### src/sv/lse_pkg.sv
`default_nettype none
// ----------------------------------------------------------------------------
// LSB stego extractor package
// Shared widths, codes, reset values and the token type that the scan front
// hands to the message assembler.
// ----------------------------------------------------------------------------
package lse_pkg;

   // Default geometry of the scan.
   localparam int MAX_DIM_DEFAULT  = 4096;
   localparam int CHANNELS_DEFAULT = 3;
   localparam int PLANES_DEFAULT   = 3;

   // Payload widths.
   localparam int SAMPLE_W  = 8;
   localparam int KIND_W    = 2;
   localparam int VALUE_W   = 32;
   localparam int BYTE_W    = 8;
   localparam int CFG_W     = 13;
   localparam int CSR_IDX_W = 2;

   // Register indexes of the control port.
   localparam logic [CSR_IDX_W-1:0] REG_IMAGE_WIDTH  = 2'd0;
   localparam logic [CSR_IDX_W-1:0] REG_IMAGE_HEIGHT = 2'd1;

   // Register reset values.
   localparam logic [CFG_W-1:0] IMAGE_WIDTH_RESET  = 13'd640;
   localparam logic [CFG_W-1:0] IMAGE_HEIGHT_RESET = 13'd480;

   // Result kinds.
   localparam logic [KIND_W-1:0] KIND_LENGTH  = 2'd0;
   localparam logic [KIND_W-1:0] KIND_TYPE    = 2'd1;
   localparam logic [KIND_W-1:0] KIND_MESSAGE = 2'd2;

   // One extracted bit, tagged with the frame restart flag of its sample.
   typedef struct packed {
      logic restart;
      logic data_bit;
   } bit_token_type;

endpackage
`default_nettype wire

### src/sv/lse_req_if.sv
`default_nettype none
// ----------------------------------------------------------------------------
// Sample channel
// Valid/ready channel that carries one image sample and its frame flag.
// ----------------------------------------------------------------------------
interface lse_req_if;
   import lse_pkg::*;

   logic                valid;
   logic                ready;
   logic                first;
   logic [SAMPLE_W-1:0] sample;

   modport source (output valid, output first, output sample, input ready);
   modport sink   (input valid, input first, input sample, output ready);

endinterface
`default_nettype wire

### src/sv/lse_rsp_if.sv
`default_nettype none
// ----------------------------------------------------------------------------
// Result channel
// Valid/ready channel that carries one extracted header field or byte.
// ----------------------------------------------------------------------------
interface lse_rsp_if;
   import lse_pkg::*;

   logic               valid;
   logic               ready;
   logic [KIND_W-1:0]  kind;
   logic [VALUE_W-1:0] value;
   logic               last;

   modport source (output valid, output kind, output value, output last, input ready);
   modport sink   (input valid, input kind, input value, input last, output ready);

endinterface
`default_nettype wire

### src/sv/lse_csr_if.sv
`default_nettype none
// ----------------------------------------------------------------------------
// Control register channel
// Valid/ready write channel that carries a register index and write data.
// ----------------------------------------------------------------------------
interface lse_csr_if;
   import lse_pkg::*;

   logic                 valid;
   logic                 ready;
   logic [CSR_IDX_W-1:0] index;
   logic [CFG_W-1:0]     data;

   modport source (output valid, output index, output data, input ready);
   modport sink   (input valid, input index, input data, output ready);

endinterface
`default_nettype wire

### src/sv/lse_scan_front.sv
`default_nettype none
// ----------------------------------------------------------------------------
// Scan front
// Holds the image size registers, tracks the scan position of each sample and
// picks the bit of the current plane.
// ----------------------------------------------------------------------------
module lse_scan_front #(
   parameter int MAX_DIM  = lse_pkg::MAX_DIM_DEFAULT,
   parameter int CHANNELS = lse_pkg::CHANNELS_DEFAULT,
   parameter int PLANES   = lse_pkg::PLANES_DEFAULT
) (
   input  wire                    clock,
   input  wire                    reset,
   lse_req_if.sink                req_if,
   lse_csr_if.sink                csr_if,
   output logic                   tok_valid,
   output lse_pkg::bit_token_type tok_data,
   input  wire                    tok_ready
);
   import lse_pkg::*;

   localparam int CW   = (MAX_DIM > 1) ? $clog2(MAX_DIM) : 1;
   localparam int DW   = $clog2(MAX_DIM + 1);
   localparam int CMPW = ((DW > CFG_W) ? DW : CFG_W) + 1;
   localparam int CHW  = (CHANNELS > 1) ? $clog2(CHANNELS) : 1;
   localparam int PW   = (PLANES > 1) ? $clog2(PLANES) : 1;

   logic [CFG_W-1:0] width_ff, width_in;
   logic [CFG_W-1:0] height_ff, height_in;
   logic [CW-1:0]    col_ff, col_in, col_cur;
   logic [CW-1:0]    row_ff, row_in, row_cur;
   logic [CHW-1:0]   chan_ff, chan_in, chan_cur;
   logic [PW-1:0]    plane_ff, plane_in, plane_cur;
   logic [CMPW-1:0]  width_lim, height_lim;
   logic [SAMPLE_W-1:0] sample_sh;
   logic             accept;

   assign req_if.ready = tok_ready;
   assign csr_if.ready = 1'b1;
   assign accept       = req_if.valid && tok_ready;
   assign tok_valid    = req_if.valid;

   // A size of zero acts as one; a size above the maximum acts as the maximum.
   always_comb begin
      if (width_ff == '0) begin
         width_lim = CMPW'(1);
      end else if (CMPW'(width_ff) > CMPW'(MAX_DIM)) begin
         width_lim = CMPW'(MAX_DIM);
      end else begin
         width_lim = CMPW'(width_ff);
      end
      if (height_ff == '0) begin
         height_lim = CMPW'(1);
      end else if (CMPW'(height_ff) > CMPW'(MAX_DIM)) begin
         height_lim = CMPW'(MAX_DIM);
      end else begin
         height_lim = CMPW'(height_ff);
      end
   end

   always_comb begin
      width_in  = width_ff;
      height_in = height_ff;
      if (csr_if.valid) begin
         unique case (csr_if.index)
            REG_IMAGE_WIDTH:  width_in  = csr_if.data;
            REG_IMAGE_HEIGHT: height_in = csr_if.data;
            default: ;
         endcase
      end
   end

   always_comb begin
      col_cur   = req_if.first ? '0 : col_ff;
      row_cur   = req_if.first ? '0 : row_ff;
      chan_cur  = req_if.first ? '0 : chan_ff;
      plane_cur = req_if.first ? '0 : plane_ff;

      sample_sh          = req_if.sample >> plane_cur;
      tok_data.restart   = req_if.first;
      tok_data.data_bit  = sample_sh[0];

      col_in   = col_ff;
      row_in   = row_ff;
      chan_in  = chan_ff;
      plane_in = plane_ff;
      if (accept) begin
         col_in   = col_cur;
         row_in   = row_cur;
         chan_in  = chan_cur;
         plane_in = plane_cur;
         if (CMPW'(col_cur) + CMPW'(1) >= width_lim) begin
            col_in = '0;
            if (CMPW'(row_cur) + CMPW'(1) >= height_lim) begin
               row_in = '0;
               if (32'(chan_cur) + 32'd1 >= 32'(CHANNELS)) begin
                  chan_in = '0;
                  if (32'(plane_cur) + 32'd1 >= 32'(PLANES)) begin
                     plane_in = '0;
                  end else begin
                     plane_in = plane_cur + PW'(1);
                  end
               end else begin
                  chan_in = chan_cur + CHW'(1);
               end
            end else begin
               row_in = row_cur + CW'(1);
            end
         end else begin
            col_in = col_cur + CW'(1);
         end
      end
   end

   always_ff @(posedge clock) begin
      if (reset) begin
         width_ff  <= IMAGE_WIDTH_RESET;
         height_ff <= IMAGE_HEIGHT_RESET;
         col_ff    <= '0;
         row_ff    <= '0;
         chan_ff   <= '0;
         plane_ff  <= '0;
      end else begin
         width_ff  <= width_in;
         height_ff <= height_in;
         col_ff    <= col_in;
         row_ff    <= row_in;
         chan_ff   <= chan_in;
         plane_ff  <= plane_in;
      end
   end

endmodule
`default_nettype wire

### src/sv/lse_bit_queue.sv
`default_nettype none
// ----------------------------------------------------------------------------
// Bit queue
// Two-entry queue of bit tokens between the scan front and the assembler.
// ----------------------------------------------------------------------------
module lse_bit_queue (
   input  wire                         clock,
   input  wire                         reset,
   input  wire                         push_valid,
   input  wire lse_pkg::bit_token_type push_data,
   output logic                        push_ready,
   output logic                        pop_valid,
   output lse_pkg::bit_token_type      pop_data,
   input  wire                         pop_ready
);
   import lse_pkg::*;

   bit_token_type entry_ff [2];
   logic          wr_ptr_ff, wr_ptr_in;
   logic          rd_ptr_ff, rd_ptr_in;
   logic [1:0]    count_ff, count_in;
   logic          push, pop;

   assign push_ready = (count_ff != 2'd2);
   assign pop_valid  = (count_ff != 2'd0);
   assign pop_data   = entry_ff[rd_ptr_ff];
   assign push       = push_valid && push_ready;
   assign pop        = pop_valid && pop_ready;

   always_comb begin
      wr_ptr_in = push ? ~wr_ptr_ff : wr_ptr_ff;
      rd_ptr_in = pop ? ~rd_ptr_ff : rd_ptr_ff;
      count_in  = count_ff;
      if (push && !pop) begin
         count_in = count_ff + 2'd1;
      end else if (pop && !push) begin
         count_in = count_ff - 2'd1;
      end
   end

   always_ff @(posedge clock) begin
      if (push) begin
         entry_ff[wr_ptr_ff] <= push_data;
      end
   end

   always_ff @(posedge clock) begin
      if (reset) begin
         wr_ptr_ff <= 1'b0;
         rd_ptr_ff <= 1'b0;
         count_ff  <= 2'd0;
      end else begin
         wr_ptr_ff <= wr_ptr_in;
         rd_ptr_ff <= rd_ptr_in;
         count_ff  <= count_in;
      end
   end

endmodule
`default_nettype wire

### src/sv/lse_assembler_back.sv
`default_nettype none
// ----------------------------------------------------------------------------
// Message assembler
// Gathers bits LSB first into the length word, the file-type bytes and the
// message bytes, and drives the result register.
// ----------------------------------------------------------------------------
module lse_assembler_back (
   input  wire                         clock,
   input  wire                         reset,
   input  wire                         tok_valid,
   input  wire lse_pkg::bit_token_type tok_data,
   output logic                        tok_ready,
   lse_rsp_if.source                   rsp_if
);
   import lse_pkg::*;

   localparam logic [1:0] PH_LENGTH  = 2'd0;
   localparam logic [1:0] PH_TYPE    = 2'd1;
   localparam logic [1:0] PH_MESSAGE = 2'd2;
   localparam logic [1:0] PH_DONE    = 2'd3;

   logic [1:0]         phase_ff, phase_in, phase_cur;
   logic [2:0]         pos_ff, pos_in, pos_cur;
   logic [31:0]        cnt_ff, cnt_in, cnt_cur;
   logic [VALUE_W-1:0] length_ff, length_in;
   logic [BYTE_W-1:0]  byte_ff, byte_in;
   logic               out_valid_ff, out_valid_in;
   logic [KIND_W-1:0]  kind_ff, kind_in;
   logic [VALUE_W-1:0] value_ff, value_in;
   logic               last_ff, last_in;
   logic               pop, emit, fin;

   assign tok_ready    = !out_valid_ff || rsp_if.ready;
   assign pop          = tok_valid && tok_ready;
   assign rsp_if.valid = out_valid_ff;
   assign rsp_if.kind  = kind_ff;
   assign rsp_if.value = value_ff;
   assign rsp_if.last  = last_ff;

   always_comb begin
      phase_cur = tok_data.restart ? PH_LENGTH : phase_ff;
      pos_cur   = tok_data.restart ? 3'd0 : pos_ff;
      cnt_cur   = tok_data.restart ? 32'd0 : cnt_ff;

      phase_in  = phase_ff;
      pos_in    = pos_ff;
      cnt_in    = cnt_ff;
      length_in = length_ff;
      byte_in   = byte_ff;
      emit      = 1'b0;
      fin       = 1'b0;
      kind_in   = kind_ff;
      value_in  = value_ff;
      last_in   = last_ff;

      if (pop) begin
         phase_in = phase_cur;
         pos_in   = pos_cur + 3'd1;
         cnt_in   = cnt_cur;
         if (pos_cur == 3'd7) begin
            cnt_in = cnt_cur + 32'd1;
         end
         unique case (phase_cur)
            PH_LENGTH: begin
               length_in[{cnt_cur[1:0], pos_cur}] = tok_data.data_bit;
               if (pos_cur == 3'd7 && cnt_cur[1:0] == 2'd3) begin
                  emit     = 1'b1;
                  kind_in  = KIND_LENGTH;
                  value_in = length_in;
                  last_in  = 1'b0;
                  phase_in = PH_TYPE;
                  pos_in   = 3'd0;
                  cnt_in   = 32'd0;
               end
            end
            PH_TYPE, PH_MESSAGE: begin
               byte_in[pos_cur] = tok_data.data_bit;
               if (pos_cur == 3'd7) begin
                  emit = 1'b1;
                  if (phase_cur == PH_TYPE) begin
                     fin     = (cnt_cur[1:0] == 2'd3) && (length_ff == '0);
                     kind_in = KIND_TYPE;
                  end else begin
                     fin     = ({1'b0, cnt_cur} + 33'd1) >= {1'b0, length_ff};
                     kind_in = KIND_MESSAGE;
                  end
                  value_in = VALUE_W'(byte_in);
                  last_in  = fin;
                  if (fin) begin
                     phase_in = PH_DONE;
                     pos_in   = 3'd0;
                     cnt_in   = 32'd0;
                  end else if (phase_cur == PH_TYPE && cnt_cur[1:0] == 2'd3) begin
                     phase_in = PH_MESSAGE;
                     pos_in   = 3'd0;
                     cnt_in   = 32'd0;
                  end
               end
            end
            PH_DONE: begin
               pos_in = pos_cur;
               cnt_in = cnt_cur;
            end
            default: ;
         endcase
      end

      if (pop && emit) begin
         out_valid_in = 1'b1;
      end else if (rsp_if.ready) begin
         out_valid_in = 1'b0;
      end else begin
         out_valid_in = out_valid_ff;
      end
   end

   always_ff @(posedge clock) begin
      length_ff <= length_in;
      byte_ff   <= byte_in;
      kind_ff   <= kind_in;
      value_ff  <= value_in;
      last_ff   <= last_in;
   end

   always_ff @(posedge clock) begin
      if (reset) begin
         phase_ff     <= PH_LENGTH;
         pos_ff       <= 3'd0;
         cnt_ff       <= 32'd0;
         out_valid_ff <= 1'b0;
      end else begin
         phase_ff     <= phase_in;
         pos_ff       <= pos_in;
         cnt_ff       <= cnt_in;
         out_valid_ff <= out_valid_in;
      end
   end

endmodule
`default_nettype wire

### src/sv/lsb_stego_extractor_core.sv
`default_nettype none
// Path: a result leaves on rsp_if from the result register, after the sample
// that completes it has been transferred on req_if and passed the bit queue.
// Throughput: one sample per cycle; the bit queue and the result register let
// both sides stall on their own.
// Reset: synchronous; the size registers return to 640 by 480, the scan and
// the assembler go back to the start of a frame, and the bit queue and the
// result register empty.
// ----------------------------------------------------------------------------
// LSB stego extractor core
// Recovers a message hidden in the bit planes of a streamed image: a 32-bit
// length word, four file-type bytes and then the message bytes.
// ----------------------------------------------------------------------------
module lsb_stego_extractor_core #(
   parameter int MAX_DIM  = lse_pkg::MAX_DIM_DEFAULT,
   parameter int CHANNELS = lse_pkg::CHANNELS_DEFAULT,
   parameter int PLANES   = lse_pkg::PLANES_DEFAULT
) (
   input  wire       clock,
   input  wire       reset,
   lse_req_if.sink   req_if,
   lse_csr_if.sink   csr_if,
   lse_rsp_if.source rsp_if
);
   import lse_pkg::*;

   // Front side: each sample transfer yields one token holding the selected
   // plane bit and the frame restart flag.
   logic          front_valid;
   logic          front_ready;
   bit_token_type front_tok;

   // Back side: tokens leave the queue toward the assembler.
   logic          back_valid;
   logic          back_ready;
   bit_token_type back_tok;

   // The scan front owns the size registers and the position counters, so a
   // control write never touches the assembler state.
   lse_scan_front #(
      .MAX_DIM  (MAX_DIM),
      .CHANNELS (CHANNELS),
      .PLANES   (PLANES)
   ) u_front (
      .clock     (clock),
      .reset     (reset),
      .req_if    (req_if),
      .csr_if    (csr_if),
      .tok_valid (front_valid),
      .tok_data  (front_tok),
      .tok_ready (front_ready)
   );

   // The queue decouples sample intake from result back-pressure.
   lse_bit_queue u_queue (
      .clock      (clock),
      .reset      (reset),
      .push_valid (front_valid),
      .push_data  (front_tok),
      .push_ready (front_ready),
      .pop_valid  (back_valid),
      .pop_data   (back_tok),
      .pop_ready  (back_ready)
   );

   // The assembler walks the length, file-type and message phases and holds
   // each finished item in its result register until it is transferred.
   lse_assembler_back u_back (
      .clock     (clock),
      .reset     (reset),
      .tok_valid (back_valid),
      .tok_data  (back_tok),
      .tok_ready (back_ready),
      .rsp_if    (rsp_if)
   );

endmodule
`default_nettype wire
### src/flat_wrapper.sv
// flat-port wrapper written by rule: the top's interface ports become plain ports
module lsb_stego_extractor_core_flat import lse_pkg::*;
#(
   parameter int MAX_DIM  = lse_pkg::MAX_DIM_DEFAULT,
   parameter int CHANNELS = lse_pkg::CHANNELS_DEFAULT,
   parameter int PLANES   = lse_pkg::PLANES_DEFAULT
)
  (clock, reset, req_if_valid, req_if_first, req_if_sample, req_if_ready, csr_if_valid, csr_if_index, csr_if_data, csr_if_ready, rsp_if_valid, rsp_if_kind, rsp_if_value, rsp_if_last, rsp_if_ready);
  lse_req_if req_if_i ();
  lse_csr_if csr_if_i ();
  lse_rsp_if rsp_if_i ();
  input  wire clock;
  input  wire reset;
  input wire logic [$bits(req_if_i.valid)-1:0] req_if_valid;
  input wire logic [$bits(req_if_i.first)-1:0] req_if_first;
  input wire logic [$bits(req_if_i.sample)-1:0] req_if_sample;
  output wire logic [$bits(req_if_i.ready)-1:0] req_if_ready;
  input wire logic [$bits(csr_if_i.valid)-1:0] csr_if_valid;
  input wire logic [$bits(csr_if_i.index)-1:0] csr_if_index;
  input wire logic [$bits(csr_if_i.data)-1:0] csr_if_data;
  output wire logic [$bits(csr_if_i.ready)-1:0] csr_if_ready;
  output wire logic [$bits(rsp_if_i.valid)-1:0] rsp_if_valid;
  output wire logic [$bits(rsp_if_i.kind)-1:0] rsp_if_kind;
  output wire logic [$bits(rsp_if_i.value)-1:0] rsp_if_value;
  output wire logic [$bits(rsp_if_i.last)-1:0] rsp_if_last;
  input wire logic [$bits(rsp_if_i.ready)-1:0] rsp_if_ready;
  assign req_if_i.valid = req_if_valid;
  assign req_if_i.first = req_if_first;
  assign req_if_i.sample = req_if_sample;
  assign req_if_ready = req_if_i.ready;
  assign csr_if_i.valid = csr_if_valid;
  assign csr_if_i.index = csr_if_index;
  assign csr_if_i.data = csr_if_data;
  assign csr_if_ready = csr_if_i.ready;
  assign rsp_if_valid = rsp_if_i.valid;
  assign rsp_if_kind = rsp_if_i.kind;
  assign rsp_if_value = rsp_if_i.value;
  assign rsp_if_last = rsp_if_i.last;
  assign rsp_if_i.ready = rsp_if_ready;
  lsb_stego_extractor_core #(.MAX_DIM(MAX_DIM), .CHANNELS(CHANNELS), .PLANES(PLANES)) u_core (.clock(clock), .reset(reset), .req_if(req_if_i), .csr_if(csr_if_i), .rsp_if(rsp_if_i));
endmodule
### config.mk
export PLATFORM = sky130hd
export DESIGN_NAME = lsb_stego_extractor_core_flat
export DESIGN_NICKNAME = d
export VERILOG_FILES = /design/src/sv/lse_pkg.sv /design/src/sv/lse_req_if.sv /design/src/sv/lse_rsp_if.sv /design/src/sv/lse_csr_if.sv /design/src/sv/lse_scan_front.sv /design/src/sv/lse_bit_queue.sv /design/src/sv/lse_assembler_back.sv /design/src/sv/lsb_stego_extractor_core.sv /design/src/flat_wrapper.sv
export SDC_FILE = /design/constraint.sdc
export NUM_CORES = 1
export LEC_CHECK = 0
export BUFFER_PORTS_ARGS = -buffer_cell sky130_fd_sc_hd__clkbuf_2
export CAP_MARGIN = 20
export CORE_ASPECT_RATIO = 0.8
export CORE_MARGIN = 2
export CORE_UTILIZATION = 37
export DETAILED_ROUTE_END_ITERATION = 10
export GPL_TIMING_DRIVEN = 0
export PLACE_DENSITY = 0.54
export SLEW_MARGIN = 30
export SYNTH_ARGS = -nofsm -noshare
export SYNTH_HDL_FRONTEND = slang
export SYNTH_SLANG_ARGS = --single-unit
### constraint.sdc
create_clock -name clock -period 8.1 [get_ports clock]
set_input_delay 1.62 -clock clock [delete_from_list [all_inputs] [get_ports clock]]
set_output_delay 1.62 -clock clock [all_outputs]
set_load 0.005 [all_outputs]
==> results of run 1 <==
worst register-to-register path, stage by stage, from the launching register on:
cell and delay (ns):
dfxtp_1 0.44, mux2i_4 0.49, clkbuf_1 0.51, buf_2 0.48, nand2_1 0.21, inv_1 0.14, ha_1 0.15, clkbuf_1 0.41
nand3_1 0.22, or3_1 0.34, clkbuf_1 0.23, nor3_4 0.28, nand2_1 0.19, or3_1 0.34, a21oi_1 0.22, ha_1 0.19
nand4_1 0.19, nor4_1 0.61, o311ai_0 0.35, and4_1 0.30, o221ai_4 0.33, a21oi_2 0.22, buf_2 0.30, a21oi_1 0.16
o32ai_1 0.10
through the flow:
stage	setup slack, ns	setup TNS (ns)	total power (uW)	std cells
floorplan	2.35	0	1550	1252
global placement	-0.180	-3.14	1790	1682
detailed placement	0.0275	0	1810	1685
CTS	0.149	0	2650	1717
global route	0.0230	0	2770	1716
finish	0.583	0	2640	1716
path summary, 6_finish.rpt:
check,depth (start not counted),slack (ns),to
worst min register to register,2,0.46,u_core.u_front.height_ff[0]
worst max-delay path,24,0.58,u_core.u_back.cnt_ff[17]
worst max register to register,24,0.58,u_core.u_back.cnt_ff[17]
worst min-delay path,2,0.46,u_core.u_front.height_ff[0]
flip-flops by register name, summed over array words and instances, names as in the netlist, named ones only:
name	cells
u_core.u_front.height_ff	13
u_core.u_back.pos_ff	3
u_core.u_queue.count_ff	2
u_core.u_front.width_ff	13
u_core.u_front.row_ff	12
u_core.u_back.phase_ff	2
u_core.u_front.plane_ff	2
u_core.u_back.byte_ff	8
u_core.u_back.length_ff	32
u_core.u_front.col_ff	12
u_core.u_back.rsp_if.value	32
u_core.u_front.chan_ff	2
u_core.u_queue.entry_ff	4
u_core.u_back.rsp_if.last	1
u_core.u_back.rsp_if.valid	1
u_core.u_queue.wr_ptr_ff	1
u_core.u_back.rsp_if.kind	2
u_core.u_back.cnt_ff	32
u_core.u_queue.rd_ptr_ff	1
Yosys cell counts (all sizes together) (3+ instances only):
master	number	share of area
clkbuf	55	0.019
nand4	23	0.014
nor3	26	0.013
a22o	4	0.0033
or4	4	0.0028
nor2	110	0.039
a21o	8	0.0057
nor3b	5	0.0035
o21a	3	0.0021
a31oi	11	0.0065
nand3b	4	0.0028
inv	59	0.021
and2	28	0.016
xnor2	26	0.021
edfxtp	79	0.22
o21ai	41	0.019
nand2b	10	0.0059
ha	73	0.086
nand3	93	0.044
dfxtp	97	0.18
and3	11	0.0065
a22oi	22	0.016
mux2i	9	0.0085
or3	16	0.0094
and4	6	0.0049
o31ai	3	0.0021
mux2	19	0.020
nor2b	6	0.0035
o41ai	3	0.0032
buf	14	0.0065
nand2	174	0.062
a21oi	134	0.063
nor4	16	0.011
xor2	20	0.016
a211oi	5	0.0047
metal layers:
layer | global-route usage | up-vias
li1 | - | 4651
met1 | 0.329 | 4470
met2 | 0.297 | 298
met3 | 0.0396 | 33
met4 | 0.0618 | 0
met5 | 0 | -
layout make-up:
cell class,count,share of cell area
plain buffers,68,0.0227
clock buffers,22,0.0421
clock inverters,10,0.00582
inverters,60,0.0187
multi-input cells,947,0.485
flip-flops and latches,176,0.359
well taps,370,0.0385
repair buffers,63,0.0291
placed cells by master, fill, tap and decap left out, drive strengths merged, types with 6 or more instances in the layout:
master and n:
dfxtp 97, a31oi 11, xnor2 26, a22oi 22, nand2 174, or3 16, mux2 19, edfxtp 79
ha 73, buf 16, nand3 93, nor2 110, mux2i 9, clkbuf 136, nor2b 6, nor3 26
nand2b 10, inv 65, a21o 8, and4 6, and3 11, nor4 16, nand4 23, xor2 20
and2 28, o21ai 41, a21oi 134
report_power, final:
part	switching, uW	internal (uW)	total, uW
clock network	380	449	829
registers	52.9	1050	1100
logic	500	210	710
total	933	1710	2640
logic make-up after synthesis:
kind of cell | Yosys count | synth area share
AOI/OAI and AO/OA | 257 | 0.147
xor gates and xnor gates | 46 | 0.0379
adders and majority gates | 73 | 0.0860
buffers and inverters | 129 | 0.0471
DFF | 176 | 0.406
muxes | 28 | 0.0290
other | 1 | 0.000353
and+or+nand+nor | 542 | 0.247
==> reports/qor.txt, run 1 <==
Layout net count: 1435
Resized Gates After CTS: 1
Initial antenna violation count: 0
Final hold vios: 0
Crit Path Category: flop to flop
Clk slew on worst S/H paths: 0.07 ns
Drt pass-1 iters: 5
PortBufs: 60
Sink Count: 176
Final Slew Violations: 0
Cts hold-fix bufs: 0
Worst-Margin Slew: 0.813 ns
Detailed Route Iter0 Violations: 926
Register bit total from synthesis: 176
Die height: 156 um
Max_cap viols: 0
CTS tree: yes
CP Data Arrival Time: 7.82 ns
Slew headroom: 0.454
Clk_lat worst skew: 0.45 ns
Drt wl/cell: 18.1 um
CP max stage cell: nor4_1
Min Tclk post-route: 7.52 ns
# rows: 55
Cts bufs inserted: 17
Post-Synthesis Net Count: 1354
WP data required: 8.40 ns
Max Used Layer: met4
Total leakage power: 0.00446 uW
Post-DP HPWL: 23.5 mm
Vias in the first global route: 9032
Critical path fanouts, max: 19
Setup crit start kind: flop
Hold Crit Start: u_core.u_front.height_ff[0]
H-tree Lvls: 4
Post-Route M1 WL: 15.9 mm
First-pass GRT wire length: 50.3 mm
Die Width: 193 um
Mapped Cells: 1252
Period utilisation layout: 0.928
Final setup viols: 0
Hold WS: 0.463 ns
Vias/cell: 5.51
Layout Skew: 0.0121 ns
Final Core Density: 0.425
Peak supply drop: 0.134 mV
Yosys Warn Count: 0
Worst hold path type: flop to flop
Post-synthesis instance area: 0.0106 mm2
FMAX: 0.133 GHz
Post-DP Area: 0.0114 mm2
Core outline area: 0.0283 mm2
Fin area: 0.0120 mm2
# diodes: 0
Initial Util: 0.376
Area grow syn2layout: 13.2%
# IOs: 67
Root buffer cell: clkbuf_16
FF+latch area: 0.00431 mm2
DRC viols: 0
Register area share after synthesis: 0.406
Asr flop ratio synth: 0
CP most frequent cell: clkbuf_1
CP peak stage delay: 0.61 ns
Status: finished, final reports clean
CP Capture Type: flop
Buffers & Inverters on Critical Path: 6
Die area: 0.0301 mm2
DRT Wirelength: 31.0 mm
Pwr per Cell Area: 219 mW/mm2
Area occupied by multi-input gates: 0.00583 mm2
Clk buf depth: 2
Gr usage total: 0.212
Setup bufs post-CTS: 0
Unrepaired setup endpoints after global routing: false
Met3 WL: 2.00 mm
GPL Wtd Cong: 0.886
Syn Area/Cell: 8.49 um2
Largest net degree at the start of global routing: 27
ANT nets after route: 0
CP Cell Sequence: mux2i_4 -> clkbuf_1 -> buf_2 -> nand2_1 -> inv_1 -> ha_1 -> clkbuf_1 -> nand3_1 -> or3_1 -> clkbuf_1 -> nor3_4 -> nand2_1 -> or3_1 -> a21oi_1 -> ha_1 -> nand4_1 -> nor4_1 -> o311ai_0 -> and4_1 -> o221ai_4 -> a21oi_2 -> buf_2 -> a21oi_1 -> o32ai_1
Proportion of layout cells with a drive suffix above 1: 0.103
Fill cells: 2814
Routed via count: 9452
Top_reg_cell synth: dfxtp_1
Remaining Overflow, GRT: 0
Number of flops mapped to enable cells by yosys: 79
Family with the most delay on the worst path: simple AND/OR/NAND/NOR gates
Synth cell types: 75
Met2 WL: 12.6 mm
Power figures use the tool's default switching activity.
==> run 2, diff against run 1 <==
Settings changed: CORE_UTILIZATION 37 to 25, CTS_BUF_LIST set to sky130_fd_sc_hd__clkbuf_4, PLACE_DENSITY 0.54 to 0.41.
==> reports/qor.txt, run 2 (synthesized netlist as in run 1, its figures left out) <==
Clk buf depth: 2
Unrepaired setup endpoints after global routing: false
CTS tree: yes
Commonest non-fill, non-tap cell in the layout: nand2_1
Area grow syn2layout: 13.0%
ANT nets after route: 0
Crit Path Category: flop to flop
Pwr per Cell Area: 200 mW/mm2
Remaining Overflow, GRT: 0
Drt wl/cell: 17.8 um
Final Slew Violations: 0
Fin area: 0.0120 mm2
Final hold vios: 0
Period utilisation layout: 0.925
Vias/cell: 4.98
Routed via count: 9452
Hold Crit Start: u_core.u_front.width_ff[0]
Most frequent cells in the layout: nand2_1, a21oi_1, nor2_1
Die area: 0.0442 mm2
Slew headroom: 0.356
Hold WS: 0.482 ns
Non-filler cells, final: 1899
Peak supply drop: 0.0820 mV
H-tree Lvls: 4
Min Tclk post-route: 7.49 ns
Vias in the first global route: 9099
Layout net count: 1434
Proportion of layout cells with a drive suffix above 1: 0.103
CP Capture Type: flop
Clk slew on worst S/H paths: 0.20 ns
GPL Wtd Cong: 0.812
Initial antenna violation count: 1
Root buffer cell: clkbuf_4
Sink Count: 176
Die Width: 234 um
Layout Skew: 0.0493 ns
DRT Wirelength: 33.8 mm
Post-DP HPWL: 25.7 mm
Critical path fanouts, max: 19
Core outline area: 0.0419 mm2
CP Data Arrival Time: 8.07 ns
Gr usage total: 0.157
Cts hold-fix bufs: 0
Largest net degree at the start of global routing: 26
Clk_lat worst skew: 0.70 ns
Cts bufs inserted: 17
Fill cells: 4580
Cell count after placement: 1866
Final setup viols: 0
Total leakage power: 0.00433 uW
# rows: 67
Die height: 188 um
Detailed Route Iter0 Violations: 742
Total power: 2400 uW
Post-DP Area: 0.0117 mm2
Final setup TNS: 0 ns
FMAX: 0.133 GHz
PortBufs: 60
Drt pass-1 iters: 6
First-pass GRT wire length: 52.8 mm
# IOs: 67
Status: finished, final reports clean
Worst-Margin Slew: 0.960 ns
Worst hold path type: flop to flop
WP data required: 8.67 ns
Max_cap viols: 0
Initial Util: 0.253
DRC viols: 0
Setup crit start kind: flop
==> run 2: cell types whose count changed in the layout (fill, tap and decap cells not counted), sizes merged <==
cell,before,now
clkinvlp,0,1
clkinv,5,4
clkbuf,136,132
inv,65,69
buf,16,15
bufinv,0,1
clkdlybuf4s18,1,0
diode,0,2
==> run 2: per-layer routing <==
layer / track usage / wire [um] / up-vias
li1: - / - / 4653
met1: 0.240 / 17600 / 4551
met2: 0.221 / 13900 / 226
met3: 0.0330 / 1830 / 22
met4: 0.0373 / 446 / 0
met5: 0 / 0 / -
==> run 2: timing repair <==
item / CTS / global route
gates resized for setup: 2 / 1
setup buffers: 0 / 0
setup endpoints to repair: 30 / 36
==> run 2: per-stage QoR <==
step	setup slack, ns	utilization
2_1_floorplan	2.35	-
3_3_place_gp	-0.486	0.277
3_5_place_dp	-0.0855	0.278
4_1_cts	0.181	0.286
5_1_grt	0.0224	0.286
6_report	0.609	0.286
==> run 2: final timing paths <==
path,endpoint,slack (ns),depth (start not counted)
setup / recovery,u_core.u_back.cnt_ff[19],0.61,24
hold / removal,u_core.u_front.width_ff[0],0.48,2
hold reg to reg,u_core.u_front.width_ff[0],0.48,2
setup reg to reg,u_core.u_back.cnt_ff[19],0.61,24
==> run 2: final cells by class <==
| type | instances | area, um2 | area share |
|---|---|---|---|
| Multi-Input combinational cell | 947 | 5840 | 0.486 |
| Buffer | 68 | 275 | 0.0229 |
| Clock inverter | 15 | 186 | 0.0155 |
| Antenna cell | 2 | 5.00 | 0.000417 |
| Clock buffer | 17 | 128 | 0.0106 |
| Timing Repair Buffer | 62 | 340 | 0.0284 |
| Sequential cell | 176 | 4310 | 0.360 |
| Tap cell | 552 | 691 | 0.0576 |
| Inverter | 60 | 225 | 0.0188 |
==> run 2: worst max-delay path, cell delays in order, from the launching register on <==
cell	delay, ns
dfxtp_1	0.49
mux2i_4	0.53
clkbuf_1	0.51
clkbuf_4	0.44
nand2_1	0.17
inv_1	0.13
ha_1	0.15
clkbuf_1	0.38
nand3_1	0.23
or3_1	0.35
clkbuf_1	0.23
nor3_4	0.28
nand2_1	0.19
or3_1	0.34
a21oi_1	0.26
ha_1	0.21
nand4_1	0.21
nor4_1	0.56
o311ai_0	0.31
and4_1	0.29
o221ai_4	0.30
a21oi_2	0.20
buf_2	0.29
a31oi_1	0.22
o31ai_1	0.09
==> run 2: power breakdown <==
part	switching [uW]	internal, uW
clock	400	175
sequential	55.1	1050
combinational	512	210
